**src/sv/ridft_pkg.sv**
```systemverilog
// Shared types and constants of the real inverse DFT block.
`timescale 1ns / 1ps

package ridft_pkg;

    localparam int SAMPLE_W = 16;
    localparam int VALUE_W  = 16;
    localparam int BIN_W    = 6;
    localparam int COS_W    = 16;
    localparam int PROD_W   = 32;

    // Fixed-point constants used to build the cosine table at elaboration.
    localparam longint Q30_ONE = longint'(1) << 30;
    localparam longint PI_Q30  = 64'sd3373259426;

    typedef enum logic {
        ST_LOAD,
        ST_COMPUTE
    } t_state;

endpackage

```
**src/sv/ridft_in_if.sv**
```systemverilog
// Input channel of the real inverse DFT: one frequency-domain sample per item.
`timescale 1ns / 1ps

interface ridft_in_if;
    import ridft_pkg::*;

    logic                       valid;
    logic                       ready;
    logic signed [SAMPLE_W-1:0] sample;

    modport source (output valid, output sample, input ready);
    modport sink   (input valid, input sample, output ready);
endinterface

```
**src/sv/ridft_out_if.sv**
```systemverilog
// Output channel of the real inverse DFT: one time-domain value per item.
`timescale 1ns / 1ps

interface ridft_out_if;
    import ridft_pkg::*;

    logic                      valid;
    logic                      ready;
    logic signed [VALUE_W-1:0] value;
    logic [BIN_W-1:0]          bin_index;
    logic                      last;

    modport source (output valid, output value, output bin_index, output last, input ready);
    modport sink   (input valid, input value, input bin_index, input last, output ready);
endinterface

```
**src/sv/ridft_cell.sv**
```systemverilog
// One cell of the sample ring: holds a sample and passes it on when enabled.
`timescale 1ns / 1ps

module ridft_cell (
    input  logic                                 i_clk,
    input  logic                                 i_en,
    input  logic signed [ridft_pkg::SAMPLE_W-1:0] i_d,
    output logic signed [ridft_pkg::SAMPLE_W-1:0] o_q
);
    import ridft_pkg::*;

    logic signed [SAMPLE_W-1:0] r_q;

    always_ff @(posedge i_clk) begin
        if (i_en) begin
            r_q <= i_d;
        end
    end

    assign o_q = r_q;

endmodule

```
**src/sv/ridft_rom.sv**
```systemverilog
// Cosine table of the real inverse DFT with a registered read port.
`timescale 1ns / 1ps

module ridft_rom #(
    parameter int POINTS = 64
) (
    input  logic                              i_clk,
    input  logic                              i_en,
    input  logic [$clog2(POINTS)-1:0]         i_addr,
    output logic signed [ridft_pkg::COS_W-1:0] o_data
);
    import ridft_pkg::*;

    localparam longint PTS_L    = longint'(POINTS);
    localparam longint HALF_PTS = longint'(POINTS / 2);

    // round(32767 * cos(2*pi*k/POINTS)), folded into the first quadrant and
    // evaluated by a truncating Taylor series of 13 terms in Q2.30. Term t is
    // the previous term times -x^2 divided by (2t-1)*(2t).
    function automatic logic signed [COS_W-1:0] f_cos_entry(input int k);
        longint m;
        longint a;
        longint x;
        longint x2;
        longint term;
        longint sum;
        longint c;
        bit     neg;
        m   = longint'(k);
        neg = 1'b0;
        if (2 * m > PTS_L) begin
            m = PTS_L - m;
        end
        a = 2 * m;
        if (2 * a > PTS_L) begin
            a   = PTS_L - a;
            neg = 1'b1;
        end
        x    = (PI_Q30 * a + HALF_PTS) / PTS_L;
        x2   = (x * x) / Q30_ONE;
        term = Q30_ONE;
        sum  = Q30_ONE;
        term = -((term * x2) / Q30_ONE) / 2;
        sum  = sum + term;
        term = -((term * x2) / Q30_ONE) / 12;
        sum  = sum + term;
        term = -((term * x2) / Q30_ONE) / 30;
        sum  = sum + term;
        term = -((term * x2) / Q30_ONE) / 56;
        sum  = sum + term;
        term = -((term * x2) / Q30_ONE) / 90;
        sum  = sum + term;
        term = -((term * x2) / Q30_ONE) / 132;
        sum  = sum + term;
        term = -((term * x2) / Q30_ONE) / 182;
        sum  = sum + term;
        term = -((term * x2) / Q30_ONE) / 240;
        sum  = sum + term;
        term = -((term * x2) / Q30_ONE) / 306;
        sum  = sum + term;
        term = -((term * x2) / Q30_ONE) / 380;
        sum  = sum + term;
        term = -((term * x2) / Q30_ONE) / 462;
        sum  = sum + term;
        term = -((term * x2) / Q30_ONE) / 552;
        sum  = sum + term;
        if (sum < 0) begin
            sum = 0;
        end
        c = (sum * 32767 + Q30_ONE / 2) / Q30_ONE;
        return COS_W'(neg ? -c : c);
    endfunction

    logic signed [COS_W-1:0] w_rom [POINTS];
    logic signed [COS_W-1:0] r_data;

    for (genvar k = 0; k < POINTS; k++) begin : g_rom
        localparam logic signed [COS_W-1:0] ENTRY = f_cos_entry(k);
        assign w_rom[k] = ENTRY;
    end

    always_ff @(posedge i_clk) begin
        if (i_en) begin
            r_data <= w_rom[i_addr];
        end
    end

    assign o_data = r_data;

endmodule

```
**src/sv/real_inverse_dft.sv**
```systemverilog
// Top level of the real inverse DFT: sample ring, sequencer, MAC and output scaling.
`timescale 1ns / 1ps

// The block takes one frame of POINTS real Q1.15 samples on i_in, one sample per
// item, in frame order. Once the last sample of the frame has been taken it emits
// POINTS items on o_out; item i carries the cosine sum for bin i divided by
// POINTS, rounded half up and saturated to Q1.15, with bin_index and a last flag
// on the final item of the frame.
// The samples sit in a ring of POINTS cells. While loading, each accepted item
// shifts the ring by one; while computing, the ring rotates once per cycle unless
// the output stalls, so that the head cell feeds a single shared MAC unit, one
// term a cycle. i_in.ready is low while a frame is being computed and high while
// one is being loaded.
// Results leave through an output register. When the receiver holds o_out.ready
// low with a result waiting, the whole compute pipeline freezes and resumes
// without loss; loading of the next frame may proceed meanwhile.
// A synchronous reset discards any partial frame and any results in flight.
module real_inverse_dft #(
    parameter int POINTS = 64
) (
    input  logic        i_clk,
    input  logic        i_rst_n,
    ridft_in_if.sink    i_in,
    ridft_out_if.source o_out
);
    import ridft_pkg::*;

    localparam int IW     = $clog2(POINTS);
    localparam int ACC_W  = PROD_W + IW;
    localparam int Y_W    = IW + 18;
    localparam int FULL_W = Y_W + 15;
    localparam int Q_W    = 18;
    localparam int QP_W   = Q_W + IW + 1;

    localparam logic [IW-1:0]   LAST_IDX = IW'(POINTS - 1);
    localparam logic [IW:0]     PTS      = (IW + 1)'(POINTS);
    // Reciprocal of POINTS scaled by 2^Y_W; the quotient it gives is low by at most one.
    localparam logic [Y_W-1:0]  RECIP    = Y_W'((longint'(1) << Y_W) / POINTS);
    // Half an output step for rounding, plus an offset that keeps the value positive.
    localparam logic [FULL_W-1:0] BIAS   = (FULL_W'(POINTS) << 30) + (FULL_W'(POINTS) << 14);
    localparam logic signed [Q_W:0] Q_OFF = (Q_W + 1)'(32768);
    localparam logic signed [Q_W:0] V_MAX = (Q_W + 1)'(32767);
    localparam logic signed [Q_W:0] V_MIN = -(Q_W + 1)'(32768);

    // Sequencer state.
    t_state        r_state, n_state;
    logic [IW-1:0] r_load_cnt, n_load_cnt;
    logic [IW-1:0] r_term, n_term;
    logic [IW-1:0] r_idx, n_idx;
    logic [IW-1:0] r_phase, n_phase;
    logic [IW:0]   w_phase_sum;
    logic [IW-1:0] w_phase_next;
    logic          w_adv;
    logic          w_issue;
    logic          w_in_acc;
    logic          w_in_ready;

    // Sample ring.
    logic signed [SAMPLE_W-1:0] w_ring [POINTS];
    logic signed [SAMPLE_W-1:0] w_tail;
    logic                       w_ring_en;

    // Multiply-accumulate pipeline.
    logic signed [COS_W-1:0]    w_cos;
    logic                       r_s1_v, r_s1_first, r_s1_last;
    logic [IW-1:0]              r_s1_idx;
    logic signed [SAMPLE_W-1:0] r_s1_samp;
    logic signed [PROD_W-1:0]   w_prod;
    logic                       r_s2_v, r_s2_first, r_s2_last;
    logic [IW-1:0]              r_s2_idx;
    logic signed [PROD_W-1:0]   r_s2_prod;
    logic signed [ACC_W-1:0]    r_acc;
    logic signed [ACC_W-1:0]    w_sum;

    // Scaling pipeline.
    logic                    r_f1_v;
    logic [IW-1:0]           r_f1_idx;
    logic signed [ACC_W-1:0] r_f1_sum;
    logic [FULL_W-1:0]       w_num;
    logic                    r_f2_v;
    logic [IW-1:0]           r_f2_idx;
    logic [Y_W-1:0]          r_f2_y;
    logic [2*Y_W-1:0]        w_qprod;
    logic                    r_f3_v;
    logic [IW-1:0]           r_f3_idx;
    logic [Y_W-1:0]          r_f3_y;
    logic [Q_W-1:0]          r_f3_q;
    logic                    r_f4_v;
    logic [IW-1:0]           r_f4_idx;
    logic [Y_W-1:0]          r_f4_y;
    logic [Q_W-1:0]          r_f4_q;
    logic [QP_W-1:0]         r_f4_qp;
    logic [Y_W:0]            w_rem;
    logic [Q_W-1:0]          w_qc;
    logic signed [Q_W:0]     w_val;
    logic signed [Q_W:0]     w_sat;

    // Output register.
    logic                      r_out_valid;
    logic signed [VALUE_W-1:0] r_out_value;
    logic [BIN_W-1:0]          r_out_bin;
    logic                      r_out_last;

    // The pipeline moves only when the output register can take a new result.
    assign w_adv    = !r_out_valid || o_out.ready;
    assign w_in_acc = i_in.valid && w_in_ready;

    assign w_phase_sum  = {1'b0, r_phase} + {1'b0, r_idx};
    assign w_phase_next = (w_phase_sum >= PTS) ? IW'(w_phase_sum - PTS) : w_phase_sum[IW-1:0];

    always_ff @(posedge i_clk) begin
        if (!i_rst_n) begin
            r_state    <= ST_LOAD;
            r_load_cnt <= '0;
            r_term     <= '0;
            r_idx      <= '0;
            r_phase    <= '0;
        end else begin
            r_state    <= n_state;
            r_load_cnt <= n_load_cnt;
            r_term     <= n_term;
            r_idx      <= n_idx;
            r_phase    <= n_phase;
        end
    end

    always_comb begin
        n_state    = r_state;
        n_load_cnt = r_load_cnt;
        n_term     = r_term;
        n_idx      = r_idx;
        n_phase    = r_phase;
        w_in_ready = 1'b0;
        w_issue    = 1'b0;
        unique case (r_state)
            ST_LOAD: begin
                w_in_ready = 1'b1;
                if (i_in.valid) begin
                    if (r_load_cnt == LAST_IDX) begin
                        n_load_cnt = '0;
                        n_state    = ST_COMPUTE;
                    end else begin
                        n_load_cnt = r_load_cnt + 1'b1;
                    end
                end
            end
            ST_COMPUTE: begin
                if (w_adv) begin
                    w_issue = 1'b1;
                    if (r_term == LAST_IDX) begin
                        n_term  = '0;
                        n_phase = '0;
                        if (r_idx == LAST_IDX) begin
                            n_idx   = '0;
                            n_state = ST_LOAD;
                        end else begin
                            n_idx = r_idx + 1'b1;
                        end
                    end else begin
                        n_term  = r_term + 1'b1;
                        n_phase = w_phase_next;
                    end
                end
            end
            default: begin
                n_state = ST_LOAD;
            end
        endcase
    end

    assign i_in.ready = w_in_ready;

    // Loading shifts new samples in at the tail; computing rotates the head round.
    assign w_tail    = (r_state == ST_LOAD) ? i_in.sample : w_ring[0];
    assign w_ring_en = w_in_acc || w_issue;

    for (genvar i = 0; i < POINTS; i++) begin : g_ring
        if (i == POINTS - 1) begin : g_tail
            ridft_cell u_cell (
                .i_clk (i_clk),
                .i_en  (w_ring_en),
                .i_d   (w_tail),
                .o_q   (w_ring[i])
            );
        end else begin : g_body
            ridft_cell u_cell (
                .i_clk (i_clk),
                .i_en  (w_ring_en),
                .i_d   (w_ring[i+1]),
                .o_q   (w_ring[i])
            );
        end
    end

    ridft_rom #(
        .POINTS (POINTS)
    ) u_rom (
        .i_clk  (i_clk),
        .i_en   (w_adv),
        .i_addr (r_phase),
        .o_data (w_cos)
    );

    assign w_prod  = r_s1_samp * w_cos;
    assign w_sum   = r_s2_first ? ACC_W'(r_s2_prod)
                                : r_acc + {{(ACC_W-PROD_W){r_s2_prod[PROD_W-1]}}, r_s2_prod};
    assign w_num   = {{(FULL_W-ACC_W){r_f1_sum[ACC_W-1]}}, r_f1_sum} + BIAS;
    assign w_qprod = (2*Y_W)'(r_f2_y) * (2*Y_W)'(RECIP);
    assign w_rem   = {1'b0, r_f4_y} - r_f4_qp;
    assign w_qc    = r_f4_q + Q_W'(w_rem >= (Y_W + 1)'(PTS));
    assign w_val   = $signed({1'b0, w_qc}) - Q_OFF;

    always_comb begin
        if (w_val > V_MAX) begin
            w_sat = V_MAX;
        end else if (w_val < V_MIN) begin
            w_sat = V_MIN;
        end else begin
            w_sat = w_val;
        end
    end

    // Valid flags of the pipeline stages.
    always_ff @(posedge i_clk) begin
        if (!i_rst_n) begin
            r_s1_v      <= 1'b0;
            r_s2_v      <= 1'b0;
            r_f1_v      <= 1'b0;
            r_f2_v      <= 1'b0;
            r_f3_v      <= 1'b0;
            r_f4_v      <= 1'b0;
            r_out_valid <= 1'b0;
        end else if (w_adv) begin
            r_s1_v      <= w_issue;
            r_s2_v      <= r_s1_v;
            r_f1_v      <= r_s2_v && r_s2_last;
            r_f2_v      <= r_f1_v;
            r_f3_v      <= r_f2_v;
            r_f4_v      <= r_f3_v;
            r_out_valid <= r_f4_v;
        end
    end

    // Payload of the pipeline stages.
    always_ff @(posedge i_clk) begin
        if (w_adv) begin
            r_s1_first <= (r_term == '0);
            r_s1_last  <= (r_term == LAST_IDX);
            r_s1_idx   <= r_idx;
            r_s1_samp  <= w_ring[0];

            r_s2_first <= r_s1_first;
            r_s2_last  <= r_s1_last;
            r_s2_idx   <= r_s1_idx;
            r_s2_prod  <= w_prod;

            if (r_s2_v) begin
                r_acc <= w_sum;
            end
            r_f1_sum <= w_sum;
            r_f1_idx <= r_s2_idx;

            r_f2_y   <= w_num[FULL_W-1:15];
            r_f2_idx <= r_f1_idx;

            r_f3_y   <= r_f2_y;
            r_f3_q   <= w_qprod[Y_W +: Q_W];
            r_f3_idx <= r_f2_idx;

            r_f4_y   <= r_f3_y;
            r_f4_q   <= r_f3_q;
            r_f4_qp  <= QP_W'(r_f3_q) * QP_W'(PTS);
            r_f4_idx <= r_f3_idx;

            r_out_value <= w_sat[VALUE_W-1:0];
            r_out_bin   <= BIN_W'(r_f4_idx);
            r_out_last  <= (r_f4_idx == LAST_IDX);
        end
    end

    assign o_out.valid     = r_out_valid;
    assign o_out.value     = r_out_value;
    assign o_out.bin_index = r_out_bin;
    assign o_out.last      = r_out_last;

endmodule

```
**src/flat_wrapper.sv**
```systemverilog
// flat-port wrapper written by rule: the top's interface ports become plain ports
module real_inverse_dft_flat import ridft_pkg::*;
#(
    parameter int POINTS = 64
)
  (i_clk, i_rst_n, i_in_valid, i_in_sample, i_in_ready, o_out_valid, o_out_value, o_out_bin_index, o_out_last, o_out_ready);
  ridft_in_if i_in_i ();
  ridft_out_if o_out_i ();
  input  logic i_clk;
  input  logic i_rst_n;
  input wire logic [$bits(i_in_i.valid)-1:0] i_in_valid;
  input wire logic [$bits(i_in_i.sample)-1:0] i_in_sample;
  output wire logic [$bits(i_in_i.ready)-1:0] i_in_ready;
  output wire logic [$bits(o_out_i.valid)-1:0] o_out_valid;
  output wire logic [$bits(o_out_i.value)-1:0] o_out_value;
  output wire logic [$bits(o_out_i.bin_index)-1:0] o_out_bin_index;
  output wire logic [$bits(o_out_i.last)-1:0] o_out_last;
  input wire logic [$bits(o_out_i.ready)-1:0] o_out_ready;
  assign i_in_i.valid = i_in_valid;
  assign i_in_i.sample = i_in_sample;
  assign i_in_ready = i_in_i.ready;
  assign o_out_valid = o_out_i.valid;
  assign o_out_value = o_out_i.value;
  assign o_out_bin_index = o_out_i.bin_index;
  assign o_out_last = o_out_i.last;
  assign o_out_i.ready = o_out_ready;
  real_inverse_dft #(.POINTS(POINTS)) u_core (.i_clk(i_clk), .i_rst_n(i_rst_n), .i_in(i_in_i), .o_out(o_out_i));
endmodule
```
**config.mk**
```make
export PLATFORM = sky130hd
export DESIGN_NAME = real_inverse_dft_flat
export DESIGN_NICKNAME = d
export VERILOG_FILES = /design/src/sv/ridft_pkg.sv /design/src/sv/ridft_in_if.sv /design/src/sv/ridft_out_if.sv /design/src/sv/ridft_cell.sv /design/src/sv/ridft_rom.sv /design/src/sv/real_inverse_dft.sv /design/src/flat_wrapper.sv
export SDC_FILE = /design/constraint.sdc
export NUM_CORES = 2
export LEC_CHECK = 0
export BUFFER_PORTS_ARGS = -buffer_cell sky130_fd_sc_hd__buf_2
export CAP_MARGIN = 10
export CORE_ASPECT_RATIO = 1.2
export CORE_UTILIZATION = 55
export DETAILED_ROUTE_END_ITERATION = 8
export PLACE_DENSITY = 0.83
export SLEW_MARGIN = 20
export SYNTH_ARGS = -nofsm -noshare
export SYNTH_HDL_FRONTEND = slang
export SYNTH_SLANG_ARGS = --single-unit
```
**constraint.sdc**
```tcl
create_clock -name i_clk -period 34.3 [get_ports i_clk]
set_input_delay 1.715 -clock i_clk [delete_from_list [all_inputs] [get_ports i_clk]]
set_output_delay 1.715 -clock i_clk [all_outputs]
set_load 0.01 [all_outputs]
```
==> impl_metrics.py <==
metrics = {
    "run_status": {
        "outcome": "finished clean",
    },
    "synth": {
        "syn_inst": 3238,
        "synth_top_area_share_pct": 70.54,
        "yosys_warnings": 0,
        "synth.distinct_cells": 76,
        "synth.area.top_cells": "edfxtp_1 (71%), fa_1 (9.8%), ha_1 (3.2%)",
        "syn_area_um2": 53680,
        "syn_nets": 3661,
        "synth.ff_latch_count": 1293,
        "seq_area_frac_synth_pct": 71.73,
        "syn_avg_cell_area_um2": 16.58,
        "async_flop_share_pct": 0,
        "synth_edf_count": 1261,
        "synth_flop_cell": "edfxtp_1",
        "synth_top_area_cell": "edfxtp_1",
    },
    "critical_path": {
        "critPathKind": "in -> reg",
        "critPathRequiredTime_ns": 34.57,
        "r2r_end": "u_core.g_ring[29].g_body.u_cell.o_q[6]",
        "crit_path_start_kind": "primary input",
        "worst_ep_arrival_time_ns": 9.15,
        "r2r_cells": 10,
        "rrSetupSlack_ns": 26.11,
        "r2r_start": "u_core.o_out.valid",
        "cp-startpoint": "o_out_ready",
        "end_kind": "flip-flop",
        "path_max_fanout": 211,
        "worstSetupEndpoint": "u_core.g_ring[29].g_body.u_cell.o_q[6]",
    },
    "layout": {
        "n_fill_cell": 6616,
        "multi_input_area_um2": 13550,
        "drive_gt1_share_pct": 8.188,
        "seq_area_um2": 38510,
        "antenna_cells": 0,
        "syn_to_final_growth_pct": 10.46,
        "fin_cells": 4702,
        "fin_nets": 3756,
    },
    "clock_tree": {
        "ctsResizeCount": 0,
        "cts_buffers": 113,
        "clock_latency_ns": 0.70,
        "clockRootBuffer": "clkbuf_16",
        "clockBufferDepth": 3,
        "postCtsSetupRepairBufs": 0,
        "clk_pin_slew_worst_paths_ns": 0.06,
        "hold_buffers": 0,
        "htree_num_levels": 3,
        "clkSinkCount": 1293,
        "cts_tree": "built",
    },
    "run": {
        "drv_cap": 0,
    },
    "route": {
        "vias_per_cell": 5.460,
        "initialDrtViolationCount": 2031,
        "wirelength_mm": 90.81,
        "dr_total_vias": 25670,
        "drc": 0,
        "antenna_left": 0,
        "firstDrtPassIters": 9,
        "routedWlPerCell_um": 19.31,
    },
    "power_and_ir_drop": {
        "p_leak_uw": 0.02237,
        "powerDensity_nw_per_um2": 98.62,
        "peakVddDrop_mv": 0.1219,
    },
    "floorplan": {
        "start_util_pct": 55.45,
        "dieArea_um2": 98860,
        "num_rows": 125,
        "io-pin-count": 45,
        "die_h_um": 344.2,
        "core_area_um2": 96810,
        "die_w_um": 287.2,
    },
    "sta": {
        "skew_ns": 0.05527,
        "finalHoldViolCount": 0,
        "max_slew_margin_pct": 27.76,
        "timing.fmax_mhz": 112.6,
        "finalSetupViolations": 0,
        "fin_crit_sh_pct": 25.89,
        "min_period_ns": 8.880,
        "fin_setup_tns_ns": 0,
        "rsz0062_at_grt": "false",
        "slew_violations": 0,
        "tightest_slew_ns": 1.084,
    },
    "grt": {
        "grt_usage_pct": 18.74,
        "antenna_found_initial": 4,
        "gr-total-overflow": 0,
        "grt_pass1_vias": 26130,
        "grt_pass1_wl_mm": 143.0,
        "grt_max_degree": 212,
    },
    "placement": {
        "place.gp.congestion": 0.8870,
        "portBuffers": 44,
        "place_inst": 4488,
        "dp_hpwl_mm": 52.99,
    },
    "hold_path": {
        "hold_path_class": "reg -> reg",
    },
}
==> layout by cell type, fill, tap and decap left out, types with 19 or more instances in the layout <==
| cell type | n |
|---|---|
| o21a_1 | 36 |
| clkbuf_16 | 113 |
| xor2_1 | 31 |
| a21oi_1 | 92 |
| ha_1 | 139 |
| buf_2 | 44 |
| nand2_1 | 238 |
| dfxtp_1 | 31 |
| inv_1 | 351 |
| fa_1 | 264 |
| nand3_1 | 33 |
| nor2_1 | 89 |
| clkbuf_1 | 19 |
| and2_1 | 142 |
| xnor2_1 | 60 |
| clkinv_2 | 20 |
| a21o_1 | 35 |
| edfxtp_1 | 1261 |
| o21ai_0 | 92 |
==> critical path, stage by stage <==
cell and delay (ns):
buf_2 0.08, nor2b_1 0.15, inv_8 0.54, nand2_1 0.55
nand2b_4 0.73, buf_4 0.80, buf_4 0.94, buf_4 0.86
buf_4 0.86, buf_12 0.84, buf_4 0.86
==> synth_stat cells, drive strengths merged (19+ instances only) <==
cell type / count
edfxtp: 1261
inv: 351
fa: 264
nand2: 239
and2: 142
ha: 139
a21oi: 94
o21ai: 94
nor2: 90
clkbuf: 69
xnor2: 60
o21a: 36
a21o: 35
nand3: 33
dfxtp: 32
xor2: 31
nand2b: 19
==> worst min-delay path by stage <==
stage	start	to	slack, ns	cells after the start
after global routing	u_core.g_ring[1].g_body.u_cell.o_q[12]	u_core.g_ring[0].g_body.u_cell.o_q[12]	0.38	0
after global placement	u_core.r_f3_q[5]	u_core.r_f4_q[5]	0.40	0
after CTS	u_core.g_ring[1].g_body.u_cell.o_q[12]	u_core.g_ring[0].g_body.u_cell.o_q[12]	0.37	0
after floorplan	u_core.g_ring[1].g_body.u_cell.o_q[0]	u_core.g_ring[0].g_body.u_cell.o_q[0]	0.40	0
after detailed placement	u_core.g_ring[1].g_body.u_cell.o_q[0]	u_core.g_ring[0].g_body.u_cell.o_q[0]	0.40	0
final	u_core.g_ring[1].g_body.u_cell.o_q[12]	u_core.g_ring[0].g_body.u_cell.o_q[12]	0.38	0
==> cell type report <==
type	count	area share [%]
Clock buffer	135	4.958
Clock inverter	79	1.688
Inverter	353	2.247
Multi-Input combinational cell	1511	22.85
Sequential cell	1293	64.94
Tap cell	1270	2.680
Timing Repair Buffer	61	0.6351
==> registers in the layout (all words and copies together) (netlist names), 16 cells and up <==
register and cells:
u_core.r_f1_sum 18, u_core.u_rom.o_data 16, u_core.r_s2_prod 32, u_core.r_acc 38, u_core.r_f3_q 18, u_core.g_ring.g_body.u_cell.o_q 1008
u_core.o_out.value 16, u_core.g_ring.g_tail.u_cell.o_q 16, u_core.r_s1_samp 16, u_core.r_f4_q 18, u_core.r_f2_y 18
==> per-layer routing <==
metal,share of wire [%],track usage (%),vias up
met5,0.028,0,-
met1,42,24.93,12980
li1,-,-,11710
met4,2.6,5.729,4
met2,50,32.12,792
met3,5.0,2.725,195
==> logic make-up after synthesis <==
kind of cell,synth area share (%)
DFF,71.73
and+or+nand+nor,5.503
buffers and inverters,3.044
adders and majority gates,13.08
AOI/OAI and AO/OA,4.678
xor gates and xnor gates,1.485
muxes,0.4755
==> where the power goes <==
| part | leakage (uW) | switching, uW | total (uW) | internal, uW |
|---|---|---|---|---|
| Sequential | 0.0127 | 68.0 | 2110 | 2040 |
| Clock | 0.00191 | 583 | 1340 | 756 |
| Combinational | 0.00771 | 1350 | 2400 | 1050 |
| Total | 0.0224 | 2000 | 5850 | 3850 |
==> through the flow <==
| stage | cell area, um^2 | total power, uW | utilization (%) | hold WS, ns | setup slack, ns |
|---|---|---|---|---|---|
| after global placement | 55350 | 4423 | 57.17 | 0.4007 | 24.93 |
| final | 59300 | 5848 | 61.25 | 0.3773 | 25.42 |
| after detailed placement | 55350 | 4521 | 57.17 | 0.4045 | 24.55 |
| after CTS | 59290 | 5885 | 61.25 | 0.3714 | 25.33 |
| after floorplan | 53680 | 4113 | - | 0.4003 | 2.752 |
| after global routing | 59300 | 6280 | 61.25 | 0.3802 | 24.82 |
Note: power is estimated with default switching activity, not from simulation.
